File: src/ppkf_pkg.sv
package ppkf_pkg;

    typedef struct packed {
        logic [1:0]          mode;
        logic [47:0]         stamp;
        logic signed [31:0]  pos_x;
        logic signed [31:0]  pos_y;
        logic signed [15:0]  heading;
        logic signed [31:0]  lin_vel;
        logic signed [31:0]  ang_vel;
        logic                dropout_on;
    } req_t;

    typedef struct packed {
        logic signed [31:0]  est_x;
        logic signed [31:0]  est_y;
        logic signed [15:0]  est_heading;
        logic [31:0]         var_x_out;
        logic [31:0]         var_y_out;
        logic [31:0]         var_heading_out;
    } rsp_t;

    localparam logic [1:0] MODE_SAMPLE = 2'd0;
    localparam logic [1:0] MODE_CMD    = 2'd1;
    localparam logic [1:0] MODE_DROP   = 2'd2;
    localparam logic [1:0] MODE_NONE   = 2'd3;

    localparam logic CFG_PROCESS_NOISE = 1'b0;
    localparam logic CFG_MEAS_NOISE    = 1'b1;

    localparam logic [31:0] PN_RESET = 32'd167772;
    localparam logic [31:0] MN_RESET = 32'd838861;
    localparam logic [31:0] VAR_ONE  = 32'd16777216;
    localparam logic [47:0] ONE_SECOND = 48'd65536;

    localparam int MUL_W      = 34;
    localparam int PROD_W     = 2 * MUL_W;
    localparam int MUL_CNT_W  = 6;
    localparam int DIV_STEPS  = 31;
    localparam int DIV_CNT_W  = 5;
    localparam int WRAP_STEPS = 16;
    localparam int WRAP_CNT_W = 4;
    localparam int CORDIC_STEPS = 24;
    localparam int CORDIC_CNT_W = 5;

    localparam logic signed [31:0] PI_Q13      = 32'sd25736;
    localparam logic signed [31:0] WRAP_OFFSET = 32'sd843317248;
    localparam logic [31:0]        WRAP_MOD_TOP = 32'd1686634496;

    localparam logic signed [33:0] HALF_PI_Q30 = 34'sd1686629713;
    localparam logic signed [33:0] PI_Q30      = 34'sd3373259426;
    localparam logic signed [32:0] CORDIC_K    = 33'sd652032874;
    localparam logic signed [33:0] GAIN_ONE    = 34'sd1073741824;

    function automatic logic signed [33:0] atan_q30(input logic [4:0] i);
        logic signed [33:0] a;
        case (i)
            5'd0:  a = 34'sd843314857;
            5'd1:  a = 34'sd497837829;
            5'd2:  a = 34'sd263043837;
            5'd3:  a = 34'sd133525159;
            5'd4:  a = 34'sd67021687;
            5'd5:  a = 34'sd33543516;
            5'd6:  a = 34'sd16775851;
            5'd7:  a = 34'sd8388437;
            5'd8:  a = 34'sd4194283;
            5'd9:  a = 34'sd2097149;
            5'd10: a = 34'sd1048576;
            5'd11: a = 34'sd524288;
            5'd12: a = 34'sd262144;
            5'd13: a = 34'sd131072;
            5'd14: a = 34'sd65536;
            5'd15: a = 34'sd32768;
            5'd16: a = 34'sd16384;
            5'd17: a = 34'sd8192;
            5'd18: a = 34'sd4096;
            5'd19: a = 34'sd2048;
            5'd20: a = 34'sd1024;
            5'd21: a = 34'sd512;
            5'd22: a = 34'sd256;
            5'd23: a = 34'sd128;
            default: a = 34'sd0;
        endcase
        return a;
    endfunction

endpackage

File: src/planar_pose_kalman_filter_top.sv
// A velocity command, a dropout setting or a dropped sample is taken in idle and gives no result.
// The first sample sets the pose after one heading wrap; a full sample runs to the result through
// ten bit-serial multiplies, three divisions, a 24-step CORDIC and 16-step heading wraps, all run
// one after another; in dropout the three divisions and six correction multiplies are skipped.
// Throughput: one item at a time; after a full sample the next is taken once its result is in the output register.
// Reset: asynchronous, active low; pose, stamp and flags clear, variances load 1.0.
module planar_pose_kalman_filter_top
    import ppkf_pkg::*;
(
    input  logic        clk,
    input  logic        rst_n,
    input  logic        req_valid,
    output logic        req_ready,
    input  req_t        req_data,
    output logic        rsp_valid,
    input  logic        rsp_ready,
    output rsp_t        rsp_data,
    input  logic        cfg_wr_en,
    input  logic        cfg_index,
    input  logic [31:0] cfg_data
);

    typedef enum logic [3:0] {
        S_IDLE, S_INIT_WRAP, S_CORD, S_MUL_VD, S_MUL_X, S_MUL_Y, S_MUL_H, S_WRAP_H,
        S_VAR, S_INNOV_H, S_DIV, S_MUL_E, S_MUL_V, S_WRAP_E, S_OUT
    } state_t;

    localparam logic [1:0] AX_X = 2'd0;
    localparam logic [1:0] AX_Y = 2'd1;
    localparam logic [1:0] AX_H = 2'd2;

    state_t                   state_reg;
    req_t                     item_reg;
    rsp_t                     rsp_data_reg;
    logic                     rsp_valid_reg;
    logic [31:0]              process_noise_reg;
    logic [31:0]              meas_noise_reg;
    logic signed [31:0]       pose_x_reg;
    logic signed [31:0]       pose_y_reg;
    logic signed [15:0]       pose_h_reg;
    logic [31:0]              var_reg [3];
    logic [47:0]              prev_stamp_reg;
    logic                     started_reg;
    logic signed [31:0]       cmd_lin_reg;
    logic signed [31:0]       cmd_ang_reg;
    logic                     cmd_seen_reg;
    logic                     dropout_reg;
    logic [16:0]              dt_reg;
    logic signed [32:0]       cos_reg;
    logic signed [32:0]       sin_reg;
    logic signed [33:0]       vd_reg;
    logic signed [32:0]       innov_reg;
    logic [30:0]              gain_reg;
    logic [1:0]               axis_reg;
    logic signed [MUL_W-1:0]  mul_a_reg;
    logic signed [MUL_W-1:0]  mul_b_reg;
    logic                     mul_start_reg;
    logic                     div_start_reg;
    logic                     cord_start_reg;
    logic                     wrap_start_reg;
    logic signed [29:0]       wrap_in_reg;

    logic                     mul_done;
    logic signed [PROD_W-1:0] mul_p;
    logic                     div_done;
    logic [30:0]              div_q;
    logic [31:0]              div_pv;
    logic [32:0]              div_den;
    logic                     cord_done;
    logic signed [32:0]       cos_val;
    logic signed [32:0]       sin_val;
    logic                     wrap_done;
    logic signed [15:0]       wrap_res;

    logic signed [31:0]       v_sel;
    logic signed [31:0]       w_sel;
    logic [47:0]              stamp_diff;
    logic signed [PROD_W-1:0] rnd16;
    logic signed [PROD_W-1:0] rnd19;
    logic signed [PROD_W-1:0] rnd30;
    logic signed [33:0]       vd_calc;
    logic signed [37:0]       step_calc;
    logic signed [29:0]       dh_calc;
    logic signed [34:0]       e_calc;
    logic signed [34:0]       corr_x;
    logic signed [34:0]       corr_y;
    logic signed [38:0]       pred_x;
    logic signed [38:0]       pred_y;
    logic [31:0]              var_calc;
    logic signed [29:0]       innov_h_in;
    logic [32:0]              var_add [3];

    function automatic logic signed [31:0] sat32(input logic signed [38:0] v);
        logic signed [31:0] r;
        if (v > 39'sd2147483647)
        begin
            r = 32'sh7fffffff;
        end
        else if (v < -39'sd2147483648)
        begin
            r = 32'sh80000000;
        end
        else
        begin
            r = v[31:0];
        end
        return r;
    endfunction

    assign v_sel      = cmd_seen_reg ? cmd_lin_reg : item_reg.lin_vel;
    assign w_sel      = cmd_seen_reg ? cmd_ang_reg : item_reg.ang_vel;
    assign stamp_diff = req_data.stamp - prev_stamp_reg;

    assign rnd16     = mul_p + 68'sd32768;
    assign rnd19     = mul_p + 68'sd262144;
    assign rnd30     = mul_p + 68'sd536870912;
    assign vd_calc   = $signed(rnd16[49:16]);
    assign step_calc = $signed(rnd30[67:30]);
    assign dh_calc   = $signed(rnd19[48:19]);
    assign e_calc    = $signed(rnd30[64:30]);
    assign var_calc  = rnd30[61:30];
    assign pred_x    = 39'(pose_x_reg) + 39'(step_calc);
    assign pred_y    = 39'(pose_y_reg) + 39'(step_calc);
    assign corr_x    = 35'(pose_x_reg) + e_calc;
    assign corr_y    = 35'(pose_y_reg) + e_calc;
    assign innov_h_in = 30'(item_reg.heading) - 30'(pose_h_reg);

    assign div_pv  = var_reg[axis_reg];
    assign div_den = {1'b0, div_pv} + {1'b0, meas_noise_reg};

    always_comb
    begin
        for (int i = 0; i < 3; i++)
        begin
            var_add[i] = {1'b0, var_reg[i]} + {1'b0, process_noise_reg};
        end
    end

    ppkf_mul u_mul (
        .clk   (clk),
        .rst_n (rst_n),
        .start (mul_start_reg),
        .a     (mul_a_reg),
        .b     (mul_b_reg),
        .done  (mul_done),
        .p     (mul_p)
    );

    ppkf_div u_div (
        .clk   (clk),
        .rst_n (rst_n),
        .start (div_start_reg),
        .pv    (div_pv),
        .den   (div_den),
        .done  (div_done),
        .q     (div_q)
    );

    ppkf_cordic u_cordic (
        .clk     (clk),
        .rst_n   (rst_n),
        .start   (cord_start_reg),
        .angle   (pose_h_reg),
        .done    (cord_done),
        .cos_val (cos_val),
        .sin_val (sin_val)
    );

    ppkf_wrap u_wrap (
        .clk   (clk),
        .rst_n (rst_n),
        .start (wrap_start_reg),
        .value (wrap_in_reg),
        .done  (wrap_done),
        .res   (wrap_res)
    );

    always_ff @(posedge clk or negedge rst_n)
    begin
        if (!rst_n)
        begin
            state_reg         <= S_IDLE;
            item_reg          <= '0;
            rsp_data_reg      <= '0;
            rsp_valid_reg     <= 1'b0;
            process_noise_reg <= PN_RESET;
            meas_noise_reg    <= MN_RESET;
            pose_x_reg        <= '0;
            pose_y_reg        <= '0;
            pose_h_reg        <= '0;
            for (int i = 0; i < 3; i++)
            begin
                var_reg[i] <= VAR_ONE;
            end
            prev_stamp_reg    <= '0;
            started_reg       <= 1'b0;
            cmd_lin_reg       <= '0;
            cmd_ang_reg       <= '0;
            cmd_seen_reg      <= 1'b0;
            dropout_reg       <= 1'b0;
            dt_reg            <= '0;
            cos_reg           <= '0;
            sin_reg           <= '0;
            vd_reg            <= '0;
            innov_reg         <= '0;
            gain_reg          <= '0;
            axis_reg          <= AX_X;
            mul_a_reg         <= '0;
            mul_b_reg         <= '0;
            mul_start_reg     <= 1'b0;
            div_start_reg     <= 1'b0;
            cord_start_reg    <= 1'b0;
            wrap_start_reg    <= 1'b0;
            wrap_in_reg       <= '0;
        end
        else
        begin
            mul_start_reg  <= 1'b0;
            div_start_reg  <= 1'b0;
            cord_start_reg <= 1'b0;
            wrap_start_reg <= 1'b0;

            if (cfg_wr_en)
            begin
                unique case (cfg_index)
                    CFG_PROCESS_NOISE: process_noise_reg <= cfg_data;
                    CFG_MEAS_NOISE:    meas_noise_reg    <= cfg_data;
                endcase
            end

            if (state_reg == S_OUT && (!rsp_valid_reg || rsp_ready))
            begin
                rsp_valid_reg <= 1'b1;
            end
            else if (rsp_valid_reg && rsp_ready)
            begin
                rsp_valid_reg <= 1'b0;
            end

            unique case (state_reg)
                S_IDLE:
                begin
                    if (req_valid)
                    begin
                        item_reg <= req_data;
                        unique case (req_data.mode)
                            MODE_CMD:
                            begin
                                cmd_lin_reg  <= req_data.lin_vel;
                                cmd_ang_reg  <= req_data.ang_vel;
                                cmd_seen_reg <= 1'b1;
                            end
                            MODE_DROP:
                            begin
                                dropout_reg <= req_data.dropout_on;
                            end
                            MODE_SAMPLE:
                            begin
                                prev_stamp_reg <= req_data.stamp;
                                if (!started_reg)
                                begin
                                    wrap_in_reg    <= 30'(req_data.heading);
                                    wrap_start_reg <= 1'b1;
                                    state_reg      <= S_INIT_WRAP;
                                end
                                else if (req_data.stamp > prev_stamp_reg &&
                                         stamp_diff <= ONE_SECOND)
                                begin
                                    dt_reg         <= stamp_diff[16:0];
                                    cord_start_reg <= 1'b1;
                                    state_reg      <= S_CORD;
                                end
                            end
                            default:
                            begin
                            end
                        endcase
                    end
                end
                S_INIT_WRAP:
                begin
                    if (wrap_done)
                    begin
                        pose_x_reg  <= item_reg.pos_x;
                        pose_y_reg  <= item_reg.pos_y;
                        pose_h_reg  <= wrap_res;
                        started_reg <= 1'b1;
                        state_reg   <= S_IDLE;
                    end
                end
                S_CORD:
                begin
                    if (cord_done)
                    begin
                        cos_reg       <= cos_val;
                        sin_reg       <= sin_val;
                        mul_a_reg     <= 34'(v_sel);
                        mul_b_reg     <= {17'b0, dt_reg};
                        mul_start_reg <= 1'b1;
                        state_reg     <= S_MUL_VD;
                    end
                end
                S_MUL_VD:
                begin
                    if (mul_done)
                    begin
                        vd_reg        <= vd_calc;
                        mul_a_reg     <= vd_calc;
                        mul_b_reg     <= 34'(cos_reg);
                        mul_start_reg <= 1'b1;
                        state_reg     <= S_MUL_X;
                    end
                end
                S_MUL_X:
                begin
                    if (mul_done)
                    begin
                        pose_x_reg    <= sat32(pred_x);
                        mul_a_reg     <= vd_reg;
                        mul_b_reg     <= 34'(sin_reg);
                        mul_start_reg <= 1'b1;
                        state_reg     <= S_MUL_Y;
                    end
                end
                S_MUL_Y:
                begin
                    if (mul_done)
                    begin
                        pose_y_reg    <= sat32(pred_y);
                        mul_a_reg     <= 34'(w_sel);
                        mul_b_reg     <= {17'b0, dt_reg};
                        mul_start_reg <= 1'b1;
                        state_reg     <= S_MUL_H;
                    end
                end
                S_MUL_H:
                begin
                    if (mul_done)
                    begin
                        wrap_in_reg    <= 30'(pose_h_reg) + dh_calc;
                        wrap_start_reg <= 1'b1;
                        state_reg      <= S_WRAP_H;
                    end
                end
                S_WRAP_H:
                begin
                    if (wrap_done)
                    begin
                        pose_h_reg <= wrap_res;
                        state_reg  <= S_VAR;
                    end
                end
                S_VAR:
                begin
                    for (int i = 0; i < 3; i++)
                    begin
                        var_reg[i] <= var_add[i][32] ? 32'hffffffff : var_add[i][31:0];
                    end
                    if (dropout_reg)
                    begin
                        state_reg <= S_OUT;
                    end
                    else
                    begin
                        axis_reg      <= AX_X;
                        innov_reg     <= 33'(item_reg.pos_x) - 33'(pose_x_reg);
                        div_start_reg <= 1'b1;
                        state_reg     <= S_DIV;
                    end
                end
                S_INNOV_H:
                begin
                    if (wrap_done)
                    begin
                        innov_reg     <= 33'(wrap_res);
                        div_start_reg <= 1'b1;
                        state_reg     <= S_DIV;
                    end
                end
                S_DIV:
                begin
                    if (div_done)
                    begin
                        gain_reg      <= div_q;
                        mul_a_reg     <= 34'(innov_reg);
                        mul_b_reg     <= {3'b0, div_q};
                        mul_start_reg <= 1'b1;
                        state_reg     <= S_MUL_E;
                    end
                end
                S_MUL_E:
                begin
                    if (mul_done)
                    begin
                        unique case (axis_reg)
                            AX_X:    pose_x_reg  <= corr_x[31:0];
                            AX_Y:    pose_y_reg  <= corr_y[31:0];
                            default: wrap_in_reg <= 30'(pose_h_reg) + 30'(e_calc);
                        endcase
                        mul_a_reg     <= {2'b0, var_reg[axis_reg]};
                        mul_b_reg     <= GAIN_ONE - {3'b0, gain_reg};
                        mul_start_reg <= 1'b1;
                        state_reg     <= S_MUL_V;
                    end
                end
                S_MUL_V:
                begin
                    if (mul_done)
                    begin
                        var_reg[axis_reg] <= var_calc;
                        unique case (axis_reg)
                            AX_X:
                            begin
                                axis_reg      <= AX_Y;
                                innov_reg     <= 33'(item_reg.pos_y) - 33'(pose_y_reg);
                                div_start_reg <= 1'b1;
                                state_reg     <= S_DIV;
                            end
                            AX_Y:
                            begin
                                axis_reg       <= AX_H;
                                wrap_in_reg    <= innov_h_in;
                                wrap_start_reg <= 1'b1;
                                state_reg      <= S_INNOV_H;
                            end
                            default:
                            begin
                                wrap_start_reg <= 1'b1;
                                state_reg      <= S_WRAP_E;
                            end
                        endcase
                    end
                end
                S_WRAP_E:
                begin
                    if (wrap_done)
                    begin
                        pose_h_reg <= wrap_res;
                        state_reg  <= S_OUT;
                    end
                end
                S_OUT:
                begin
                    if (!rsp_valid_reg || rsp_ready)
                    begin
                        rsp_data_reg.est_x           <= pose_x_reg;
                        rsp_data_reg.est_y           <= pose_y_reg;
                        rsp_data_reg.est_heading     <= pose_h_reg;
                        rsp_data_reg.var_x_out       <= var_reg[AX_X];
                        rsp_data_reg.var_y_out       <= var_reg[AX_Y];
                        rsp_data_reg.var_heading_out <= var_reg[AX_H];
                        state_reg                    <= S_IDLE;
                    end
                end
                default:
                begin
                    state_reg <= S_IDLE;
                end
            endcase
        end
    end

    assign req_ready = (state_reg == S_IDLE);
    assign rsp_valid = rsp_valid_reg;
    assign rsp_data  = rsp_data_reg;

endmodule

File: src/ppkf_mul.sv
module ppkf_mul
    import ppkf_pkg::*;
(
    input  logic                     clk,
    input  logic                     rst_n,
    input  logic                     start,
    input  logic signed [MUL_W-1:0]  a,
    input  logic signed [MUL_W-1:0]  b,
    output logic                     done,
    output logic signed [PROD_W-1:0] p
);

    logic                     busy_reg;
    logic                     done_reg;
    logic [MUL_CNT_W-1:0]     cnt_reg;
    logic signed [PROD_W-1:0] acc_reg;
    logic signed [PROD_W-1:0] acc_next;
    logic signed [PROD_W-1:0] ash_reg;
    logic [MUL_W-1:0]         bsh_reg;
    logic signed [PROD_W-1:0] addend;
    logic                     last;

    assign last   = (cnt_reg == MUL_CNT_W'(MUL_W - 1));
    assign addend = bsh_reg[0] ? ash_reg : '0;
    assign acc_next = last ? acc_reg - addend : acc_reg + addend;

    always_ff @(posedge clk or negedge rst_n)
    begin
        if (!rst_n)
        begin
            busy_reg <= 1'b0;
            done_reg <= 1'b0;
            cnt_reg  <= '0;
            acc_reg  <= '0;
            ash_reg  <= '0;
            bsh_reg  <= '0;
        end
        else
        begin
            done_reg <= 1'b0;
            if (start)
            begin
                busy_reg <= 1'b1;
                cnt_reg  <= '0;
                acc_reg  <= '0;
                ash_reg  <= PROD_W'(a);
                bsh_reg  <= b;
            end
            else if (busy_reg)
            begin
                acc_reg <= acc_next;
                ash_reg <= ash_reg <<< 1;
                bsh_reg <= bsh_reg >> 1;
                cnt_reg <= cnt_reg + 1'b1;
                if (last)
                begin
                    busy_reg <= 1'b0;
                    done_reg <= 1'b1;
                end
            end
        end
    end

    assign done = done_reg;
    assign p    = acc_reg;

endmodule

File: src/ppkf_div.sv
module ppkf_div
    import ppkf_pkg::*;
(
    input  logic        clk,
    input  logic        rst_n,
    input  logic        start,
    input  logic [31:0] pv,
    input  logic [32:0] den,
    output logic        done,
    output logic [30:0] q
);

    logic                 busy_reg;
    logic                 done_reg;
    logic                 zero_reg;
    logic [DIV_CNT_W-1:0] cnt_reg;
    logic [32:0]          rem_reg;
    logic [30:0]          nsh_reg;
    logic [30:0]          q_reg;
    logic [32:0]          den_reg;
    logic [62:0]          num;
    logic [33:0]          t;
    logic                 ge;

    assign num = {1'b0, pv, 30'b0} + {30'b0, den[32:1]};
    assign t   = {rem_reg, nsh_reg[30]};
    assign ge  = (t >= {1'b0, den_reg});

    always_ff @(posedge clk or negedge rst_n)
    begin
        if (!rst_n)
        begin
            busy_reg <= 1'b0;
            done_reg <= 1'b0;
            zero_reg <= 1'b0;
            cnt_reg  <= '0;
            rem_reg  <= '0;
            nsh_reg  <= '0;
            q_reg    <= '0;
            den_reg  <= '0;
        end
        else
        begin
            done_reg <= 1'b0;
            if (start)
            begin
                busy_reg <= 1'b1;
                zero_reg <= (den == 33'd0);
                cnt_reg  <= '0;
                den_reg  <= den;
                rem_reg  <= {1'b0, num[62:31]};
                nsh_reg  <= num[30:0];
                q_reg    <= '0;
            end
            else if (busy_reg)
            begin
                rem_reg <= ge ? 33'(t - {1'b0, den_reg}) : t[32:0];
                nsh_reg <= {nsh_reg[29:0], 1'b0};
                q_reg   <= {q_reg[29:0], ge};
                cnt_reg <= cnt_reg + 1'b1;
                if (cnt_reg == DIV_CNT_W'(DIV_STEPS - 1))
                begin
                    busy_reg <= 1'b0;
                    done_reg <= 1'b1;
                end
            end
        end
    end

    assign done = done_reg;
    assign q    = zero_reg ? 31'd0 : q_reg;

endmodule

File: src/ppkf_cordic.sv
module ppkf_cordic
    import ppkf_pkg::*;
(
    input  logic               clk,
    input  logic               rst_n,
    input  logic               start,
    input  logic signed [15:0] angle,
    output logic               done,
    output logic signed [32:0] cos_val,
    output logic signed [32:0] sin_val
);

    logic                    busy_reg;
    logic                    done_reg;
    logic                    neg_reg;
    logic [CORDIC_CNT_W-1:0] cnt_reg;
    logic signed [32:0]      x_reg;
    logic signed [32:0]      y_reg;
    logic signed [33:0]      z_reg;
    logic signed [33:0]      z0;
    logic signed [32:0]      dx;
    logic signed [32:0]      dy;
    logic signed [33:0]      at;

    assign z0 = 34'(angle) <<< 17;
    assign dx = y_reg >>> cnt_reg;
    assign dy = x_reg >>> cnt_reg;
    assign at = atan_q30(cnt_reg);

    always_ff @(posedge clk or negedge rst_n)
    begin
        if (!rst_n)
        begin
            busy_reg <= 1'b0;
            done_reg <= 1'b0;
            neg_reg  <= 1'b0;
            cnt_reg  <= '0;
            x_reg    <= '0;
            y_reg    <= '0;
            z_reg    <= '0;
        end
        else
        begin
            done_reg <= 1'b0;
            if (start)
            begin
                busy_reg <= 1'b1;
                cnt_reg  <= '0;
                x_reg    <= CORDIC_K;
                y_reg    <= '0;
                if (z0 > HALF_PI_Q30)
                begin
                    z_reg   <= z0 - PI_Q30;
                    neg_reg <= 1'b1;
                end
                else if (z0 < -HALF_PI_Q30)
                begin
                    z_reg   <= z0 + PI_Q30;
                    neg_reg <= 1'b1;
                end
                else
                begin
                    z_reg   <= z0;
                    neg_reg <= 1'b0;
                end
            end
            else if (busy_reg)
            begin
                if (z_reg >= 0)
                begin
                    x_reg <= x_reg - dx;
                    y_reg <= y_reg + dy;
                    z_reg <= z_reg - at;
                end
                else
                begin
                    x_reg <= x_reg + dx;
                    y_reg <= y_reg - dy;
                    z_reg <= z_reg + at;
                end
                cnt_reg <= cnt_reg + 1'b1;
                if (cnt_reg == CORDIC_CNT_W'(CORDIC_STEPS - 1))
                begin
                    busy_reg <= 1'b0;
                    done_reg <= 1'b1;
                end
            end
        end
    end

    assign done    = done_reg;
    assign cos_val = neg_reg ? -x_reg : x_reg;
    assign sin_val = neg_reg ? -y_reg : y_reg;

endmodule

File: src/ppkf_wrap.sv
module ppkf_wrap
    import ppkf_pkg::*;
(
    input  logic               clk,
    input  logic               rst_n,
    input  logic               start,
    input  logic signed [29:0] value,
    output logic               done,
    output logic signed [15:0] res
);

    logic                  busy_reg;
    logic                  done_reg;
    logic                  gt_reg;
    logic                  lt_reg;
    logic [15:0]           low_reg;
    logic [WRAP_CNT_W-1:0] cnt_reg;
    logic [31:0]           r_reg;
    logic [31:0]           msh_reg;
    logic signed [31:0]    v32;
    logic signed [31:0]    b;
    logic signed [31:0]    r0;
    logic                  gt;
    logic                  lt;

    assign v32 = 32'(value);
    assign gt  = (v32 > PI_Q13);
    assign lt  = (v32 < -PI_Q13);
    assign b   = gt ? v32 + PI_Q13 - 32'sd1 : v32 + PI_Q13;
    assign r0  = (b < 0) ? b + WRAP_OFFSET : b;

    always_ff @(posedge clk or negedge rst_n)
    begin
        if (!rst_n)
        begin
            busy_reg <= 1'b0;
            done_reg <= 1'b0;
            gt_reg   <= 1'b0;
            lt_reg   <= 1'b0;
            low_reg  <= '0;
            cnt_reg  <= '0;
            r_reg    <= '0;
            msh_reg  <= '0;
        end
        else
        begin
            done_reg <= 1'b0;
            if (start)
            begin
                busy_reg <= 1'b1;
                gt_reg   <= gt;
                lt_reg   <= lt;
                low_reg  <= value[15:0];
                cnt_reg  <= '0;
                r_reg    <= r0;
                msh_reg  <= WRAP_MOD_TOP;
            end
            else if (busy_reg)
            begin
                if (r_reg >= msh_reg)
                begin
                    r_reg <= r_reg - msh_reg;
                end
                msh_reg <= msh_reg >> 1;
                cnt_reg <= cnt_reg + 1'b1;
                if (cnt_reg == WRAP_CNT_W'(WRAP_STEPS - 1))
                begin
                    busy_reg <= 1'b0;
                    done_reg <= 1'b1;
                end
            end
        end
    end

    assign done = done_reg;
    assign res  = gt_reg ? 16'($signed(r_reg) - (PI_Q13 - 32'sd1)) :
                  lt_reg ? 16'($signed(r_reg) - PI_Q13) : $signed(low_reg);

endmodule
File: config.mk
export PLATFORM = sky130hd
export DESIGN_NAME = planar_pose_kalman_filter_top
export DESIGN_NICKNAME = d
export VERILOG_FILES = /design/src/ppkf_pkg.sv /design/src/planar_pose_kalman_filter_top.sv /design/src/ppkf_mul.sv /design/src/ppkf_div.sv /design/src/ppkf_cordic.sv /design/src/ppkf_wrap.sv
export SDC_FILE = /design/constraint.sdc
export NUM_CORES = 2
export LEC_CHECK = 0
export BUFFER_PORTS_ARGS = -buffer_cell sky130_fd_sc_hd__buf_2
export CORE_MARGIN = 1
export CORE_UTILIZATION = 45
export CTS_CLUSTER_SIZE = 16
export DETAILED_ROUTE_END_ITERATION = 10
export GPL_TIMING_DRIVEN = 1
export SLEW_MARGIN = 20
export SYNTH_ARGS = -nofsm -noshare
export SYNTH_HDL_FRONTEND = slang
export SYNTH_SLANG_ARGS = --single-unit
File: constraint.sdc
create_clock -name clk -period 7.9 [get_ports clk]
set_input_delay 0.79 -clock clk [delete_from_list [all_inputs] [get_ports clk]]
set_output_delay 0.79 -clock clk [all_outputs]
set_load 0.05 [all_outputs]
### After elaboration in Yosys (flattened, before gate mapping)

Memory sizes are Yosys's and may differ from the RTL's.
Cells that the tools add are included.
Widths: inputs -> output; s select.

| cells by class | value |
|---|---|
| add/subtract/negate cells | 42 |
| order comparisons | 16 |
| equality and inequality tests | 45 |
| shift operators | 2 |
| mux-type cells | 173 |
| bitwise operators | 2 |
| reduce and logical (&&, ||, !) cells | 47 |

Operators with widths:

| kind | number |
|---|---|
| $mux 32 | 27 |
| $mux 34 | 19 |
| $mux 33 | 15 |
| $mux 68 | 6 |
| $pmux 34 s6 | 2 |
| $mux 30 | 8 |
| $pmux 32 s3 | 2 |
| $pmux 96 s2 | 1 |
| $mux 31 | 5 |
| $add 32x32->33 | 4 |
| $pmux 30 s4 | 1 |
| $pmux 33 s3 | 1 |
| $sub 33x33->33 | 3 |
| $bwmux 96 | 1 |
| $mux 96 | 1 |
| $add 32x38->39 | 2 |
| $gt 39x32->1 const B | 2 |
| $lt 39x32->1 const B | 2 |
| $mux 4 | 19 |
| $add 68x31->68 const B | 1 |
| $add 68x68->68 | 1 |
| $sub 68x68->68 | 1 |
| $add 33x33->33 | 2 |
| $neg 33->33 | 2 |
| 80 further kinds | 199 |

| word-level totals | value |
|---|---|
| bits in registers | 1475 |
| bits in read-only memories | 960 |
| bits of input ports | 233 |
| output and inout bits | 178 |
| logic and storage cells | 398 |
| memories | 1 |

Memories:

| name | depth | bits a word | rd ports | clocked after Yosys merged registers in | write ports | RTL line | RTL |
|---|---|---|---|---|---|---|---|
| (no name shown) | 32 | 30 | 1 | 0 | 0 | ppkf_pkg.sv:57 | `case (i)` |

### Longest topological paths before layout

| depth | value |
|---|---|
| depth in word-level cells | 8 |
| mapped depth | 32 |

### By module

Synthesis repeated with hierarchy kept, for this count alone.

| unflattened totals | value |
|---|---|
| cell total of the unflattened synthesis | 12477 |
| area total of the unflattened synthesis | 110746.2 sq um |

By module, submodules not included:

| module | instances | cells an instance | area an instance (sq um) | sequential area each (sq um) |
|---|---|---|---|---|
| planar_pose_kalman_filter_top | 1 | 6556 | 62203.4 | 24153.2 |
| ppkf_cordic | 1 | 2297 | 17963.5 | 2702.6 |
| ppkf_mul | 1 | 1682 | 13671.9 | 4454.3 |
| ppkf_div | 1 | 987 | 8827.2 | 3403.3 |
| ppkf_wrap | 1 | 955 | 8080.2 | 2177.1 |

### Worst setup path after synthesis

No wires, ideal clock.

| timing | value |
|---|---|
| kind | register to register |
| from | register axis_reg[0] |
| to | register u_div.rem_reg[30] |
| arrival | 6.954 ns |
| setup slack | 0.813 ns |
| stages on the path, launching flop included | 30 |
| buffers on the path | 5 |
| period minus slack after synthesis | 7.087 ns |
| cells stage by stage | dfrtp_1 -> buf_2 -> buf_1 -> clkbuf_1 -> clkbuf_1 -> mux2i_1 -> o21ai_0 -> ha_1 -> fa_1 -> a211oi_1 -> o21a_1 -> o211ai_1 -> nand2_1 -> o221ai_1 -> a31oi_1 -> o31ai_1 -> o41ai_1 -> o21a_1 -> o21bai_1 -> a21o_1 -> ha_1 -> a21oi_1 -> nor2b_1 -> clkbuf_1 -> or3b_2 -> nor2_1 -> nand3_1 -> or3_1 -> nand3_1 -> o21ai_0 |

| between the ends | value |
|---|---|
| word-level cells in the longest chain between the ends | 7 |

RTL lines:

| item | RTL line | RTL |
|---|---|---|
| start, declared | planar_pose_kalman_filter_top.sv:54 | `logic [1:0] axis_reg;` |
| start signal, assigned | planar_pose_kalman_filter_top.sv:207 | `axis_reg <= AX_X;` |
| start signal, assigned | planar_pose_kalman_filter_top.sv:365 | `axis_reg <= AX_X;` |
| start signal, assigned | planar_pose_kalman_filter_top.sv:414 | `axis_reg <= AX_Y;` |
| $not 2->3 (not written as such) | planar_pose_kalman_filter_top.sv:128 | `assign div_pv = var_reg[axis_reg];` |
| $bmux 32 s2 | planar_pose_kalman_filter_top.sv:128 |  |
| $mux 32 (not written as such) (2 in a row) | planar_pose_kalman_filter_top.sv:128 |  |
| $add 32x32->33 | planar_pose_kalman_filter_top.sv:129 | `assign div_den = {1'b0, div_pv} + {1'b0, meas_noise_reg};` |
| via div_den[32] | planar_pose_kalman_filter_top.sv:68 | `logic [32:0] div_den;` |
| $add 62x32->63 | ppkf_div.sv:25 | `assign num = {1'b0, pv, 30'b0} + {30'b0, den[32:1]};` |
| $mux 33 | ppkf_div.sv:45 | `if (start)` |
| end signal, assigned | ppkf_div.sv:51 | `rem_reg <= {1'b0, num[62:31]};` |
| end signal, assigned | ppkf_div.sv:57 | `rem_reg <= ge ? 33'(t - {1'b0, den_reg}) : t[32:0];` |
| end, declared | ppkf_div.sv:17 | `logic [32:0] rem_reg;` |

The timed path passes the listed nets, and every way through them passes these cells. The select of a mux whose other input is x is not followed.
A chain may end at the register's enable or synchronous reset.

### Worst setup path in the final report

| timing | value |
|---|---|
| from | register u_mul.ash_reg[8] |
| to | register u_mul.acc_reg[67] (netlist: u_mul.p[67]) |

| between the ends | value |
|---|---|
| word-level cells in the longest chain between the ends | 5 |

RTL lines:

| item | RTL line | RTL |
|---|---|---|
| start, declared | ppkf_mul.sv:18 | `logic signed [PROD_W-1:0] ash_reg;` |
| start signal, assigned | ppkf_mul.sv:46 | `ash_reg <= PROD_W'(a);` |
| start signal, assigned | ppkf_mul.sv:52 | `ash_reg <= ash_reg <<< 1;` |
| $mux 68 (*) | ppkf_mul.sv:24 | `assign addend = bsh_reg[0] ? ash_reg : '0;` |
| $add 68x68->68 / $sub 68x68->68 (equally long branches) | ppkf_mul.sv:25 | `assign acc_next = last ? acc_reg - addend : acc_reg + addend;` |
| $mux 68 (*) | ppkf_mul.sv:25 |  |
| $mux 68 (*) | ppkf_mul.sv:49 | `else if (busy_reg)` |
| $mux 68 (*) | ppkf_mul.sv:41 | `if (start)` |
| end signal, assigned | ppkf_mul.sv:51 | `acc_reg <= acc_next;` |
| end, declared | ppkf_mul.sv:16 | `logic signed [PROD_W-1:0] acc_reg;` |

Mark *: on every way between the ends. The rest lies on a longest branch, timed or not. The select of a mux whose other input is x is not followed.

==> flow_summary.yaml <==
clocking:
  postCtsSetupBuffers: 0
  cts_root_buf: "clkbuf_16"
  cts.repair.resized: 0
  clk_pin_slew_ns: 0.06
  clock_sinks: 1473
  clkLatencyLatePin_ns: 0.88
  htreeDepth: 4
  cts_buffer_depth: 3
  cts_buffers: 175
  cts_tree: "done"
yosys:
  synth-main-ff-cell: "dfrtp_1"
  syn_avg_cell_area_sq_um: 8.794
  synth_top_area_share_pct: 33.78
  synth_fp_nets: 13090
  ys_seq_area_share_pct: 34.37
  ys.warnings.count: 0
  yosys.area.top_type: "dfrtp_1"
  netlist_top_cells_area: "dfrtp_1 (34%), ha_1 (7.4%), mux2_2 (5.6%)"
  async_reset_ff_share_pct: 100.0
  netlist_area_sq_um: 107300
  synthCells: 12210
  netlist_top_cells_count: "dfrtp_1 (1449), nand2_1 (1288), o21ai_0 (1060)"
  synth_cell_types: 112
  synth_edf_count: 0
  post-synth-top-count-cell: "dfrtp_1"
  ys_ff_latch: 1473
sta:
  finalSetupViolCount: 0
  fmax_mhz: 137.3
  hold_viol: 0
  final_max_slew_viol_count: 0
  rsz0062_at_grt: "no"
  worst_pin_slew_ns: 1.289
  period_needed_ns: 7.281
  relSlewSlack_pct: 14.06
  whs_ns: 0.1460
  fin_tns_setup_ns: 0
  finalCritPeriodShare_pct: 92.16
  fin_skew_ns: 0.04703
detailed_routing:
  drc: 0
  postRouteAntennaNets: 0
  firstDrtPassIters: 9
  via_per_inst: 6.087
  drt-initial-drc-count: 9085
  drt_wl_total_mm: 387.7
  via_count: 95280
  wl_per_cell_um: 24.77
die:
  die_w_um: 490.4
  dieArea_sq_um: 240500
  die_h_um: 490.4
  initial_utilization_pct: 45.47
  core_area_sq_um: 236100
  ios: 411
  placementRows: 178
setup_path:
  timing.critical_path.mode_cell: "a21oi_1"
  worst-setup-path-type: "reg2reg"
  critical-path-max-stage-delay_ns: 0.60
  slowest_stage: "or4b_1"
  required_ns: 8.65
  cp-end-kind: "register"
  cp_data_arrival_time_ns: 8.03
  cp_max_fo: 6
  start_kind: "register"
place:
  place_congestion: 0.9949
  placed_cell_area_sq_um: 112800
  dpl.hpwl_mm: 297.0
  port_buffers: 410
finish:
  layout-drive-gt1-share_pct: 14.03
  synthToLayoutAreaGrowth_pct: 11.02
  fin_nets: 13220
  largest_reg_flops: 176
  fin_util_pct: 50.48
  fin_area_sq_um: 119200
run_status:
  status: "finished, final reports clean"
global_routing:
  grt_pass1_wl_mm: 581.3
  antenna_found_initial: 28
  overflow: 0
  grt_pass1_vias: 91950
  track_usage_pct: 31.46
  grt_max_degree: 182
pwr:
  p_per_area_nw_per_um2: 144.6
  total_leakage_power_nw: 55.80
  ir_drop_uv: 200.9
flow_run:
  drv_cap: 0
worst_hold_path:
  hold_path.class: "in2reg"
==> worst paths after layout <==
check	from	to	slack (ns)	cells past startpoint
worst max register to register	u_mul.ash_reg[8]	u_mul.p[67]	0.62	28
worst min-delay path	req_data[166]	prev_stamp_reg[21]	0.15	3
worst min register to register	mul_a_reg[23]	u_mul.ash_reg[23]	0.47	2
worst max-delay path	u_mul.ash_reg[8]	u_mul.p[67]	0.62	28
max in group asynchronous	rst_n	rsp_data[145]	5.38	4
min in group asynchronous	rst_n	u_mul.ash_reg[25]	0.56	2
==> critical path: cells and delay by family, from the launching register on <==
family	cells	cell delay [ns]
AO/OA/AOI/OAI	10	2.00
AND/OR/NAND/NOR	13	3.63
buffers and inverters	3	0.47
flip-flops	1	0.42
adder cells (fa/ha/maj)	1	0.29
multiplexers	1	0.35
==> logic make-up after synthesis <==
| family | after synthesis | share of synthesized area, % |
|---|---|---|
| xor gates and xnor gates | 906 | 7.392 |
| and+or+nand+nor | 3565 | 15.19 |
| AOI/OAI and AO/OA | 3457 | 20.13 |
| buffers and inverters | 1140 | 4.112 |
| adders and majority gates | 650 | 7.703 |
| muxes | 1015 | 11.10 |
| DFF | 1473 | 34.37 |
==> through the flow <==
step / setup WS [ns] / std cells / power [mW]
after global placement: 0.8534 / 15310 / 8.607
after CTS: 0.6793 / 15640 / 17.39
after floorplan: 0.8130 / 12210 / 8.187
after global routing: 0.1198 / 15650 / 17.75
after detailed placement: 0.7360 / 15310 / 8.621
final: 0.6193 / 15650 / 17.24
==> where the power goes <==
group | total, mW | internal, mW | switching (mW) | leakage [nW]
Clock | 8.75 | 5.12 | 3.63 | 3.03
Sequential | 7.69 | 7.61 | 0.0793 | 20.0
Combinational | 0.804 | 0.285 | 0.520 | 32.7
Total | 17.2 | 13.0 | 4.23 | 55.8
==> area by class of cell <==
| cell class | instances | area [sq um] |
|---|---|---|
| multi-input combinational | 9593 | 66350 |
| inverter | 467 | 1754 |
| sequential | 1473 | 36930 |
| tap | 3150 | 3941 |
| clock inverter | 98 | 1277 |
| timing repair buffer | 629 | 3900 |
| fill | 22130 | 116900 |
| clock buffer | 231 | 4982 |
| antenna | 12 | 30.03 |
==> cells in the final DEF, fill, tap and decap left out, types with 37 or more instances in the layout <==
| cell | Yosys | routed |
|---|---|---|
| xor2_1 | 387 | 387 |
| clkbuf_16 | 0 | 177 |
| a22oi_1 | 37 | 37 |
| o31ai_1 | 86 | 85 |
| o211ai_1 | 79 | 79 |
| and3_1 | 75 | 74 |
| nand4_1 | 110 | 110 |
| o22a_1 | 39 | 39 |
| a21oi_1 | 863 | 862 |
| a221oi_1 | 63 | 61 |
| nor4_1 | 62 | 61 |
| o21a_1 | 104 | 104 |
| a21o_1 | 309 | 309 |
| or2_2 | 46 | 46 |
| nor2b_1 | 150 | 147 |
| mux4_2 | 79 | 79 |
| mux2i_1 | 388 | 388 |
| buf_4 | 9 | 203 |
| nand3_1 | 197 | 195 |
| or4_1 | 41 | 41 |
| dfrtp_1 | 1449 | 1433 |
| ha_1 | 632 | 632 |
| nand2b_1 | 133 | 133 |
| mux2_2 | 536 | 536 |
| buf_2 | 18 | 409 |
| inv_1 | 462 | 462 |
| xnor2_1 | 519 | 518 |
| or3_1 | 70 | 70 |
| a21boi_0 | 42 | 42 |
| nor2_1 | 1058 | 1048 |
| nand2_1 | 1288 | 1283 |
| o22ai_1 | 54 | 54 |
| a31oi_1 | 137 | 137 |
| o21bai_1 | 71 | 70 |
| and2_1 | 43 | 43 |
| o21ai_0 | 1060 | 1054 |
| a211oi_1 | 136 | 136 |
| nor3_1 | 180 | 171 |
==> metal layers <==
| layer | track usage (%) | wire length [um] |
|---|---|---|
| met1 | 40.87 | 162000 |
| met2 | 49.94 | 174800 |
| met3 | 4.068 | 24710 |
| met4 | 19.04 | 26230 |
| met5 | 0 | 46 |
==> timing repair <==
action,in CTS,in global routing
hold buffers,1,0
endpoints found under the setup margin,0,0
hold endpoints to repair,105,0
(Power assumes the default switching activity.)
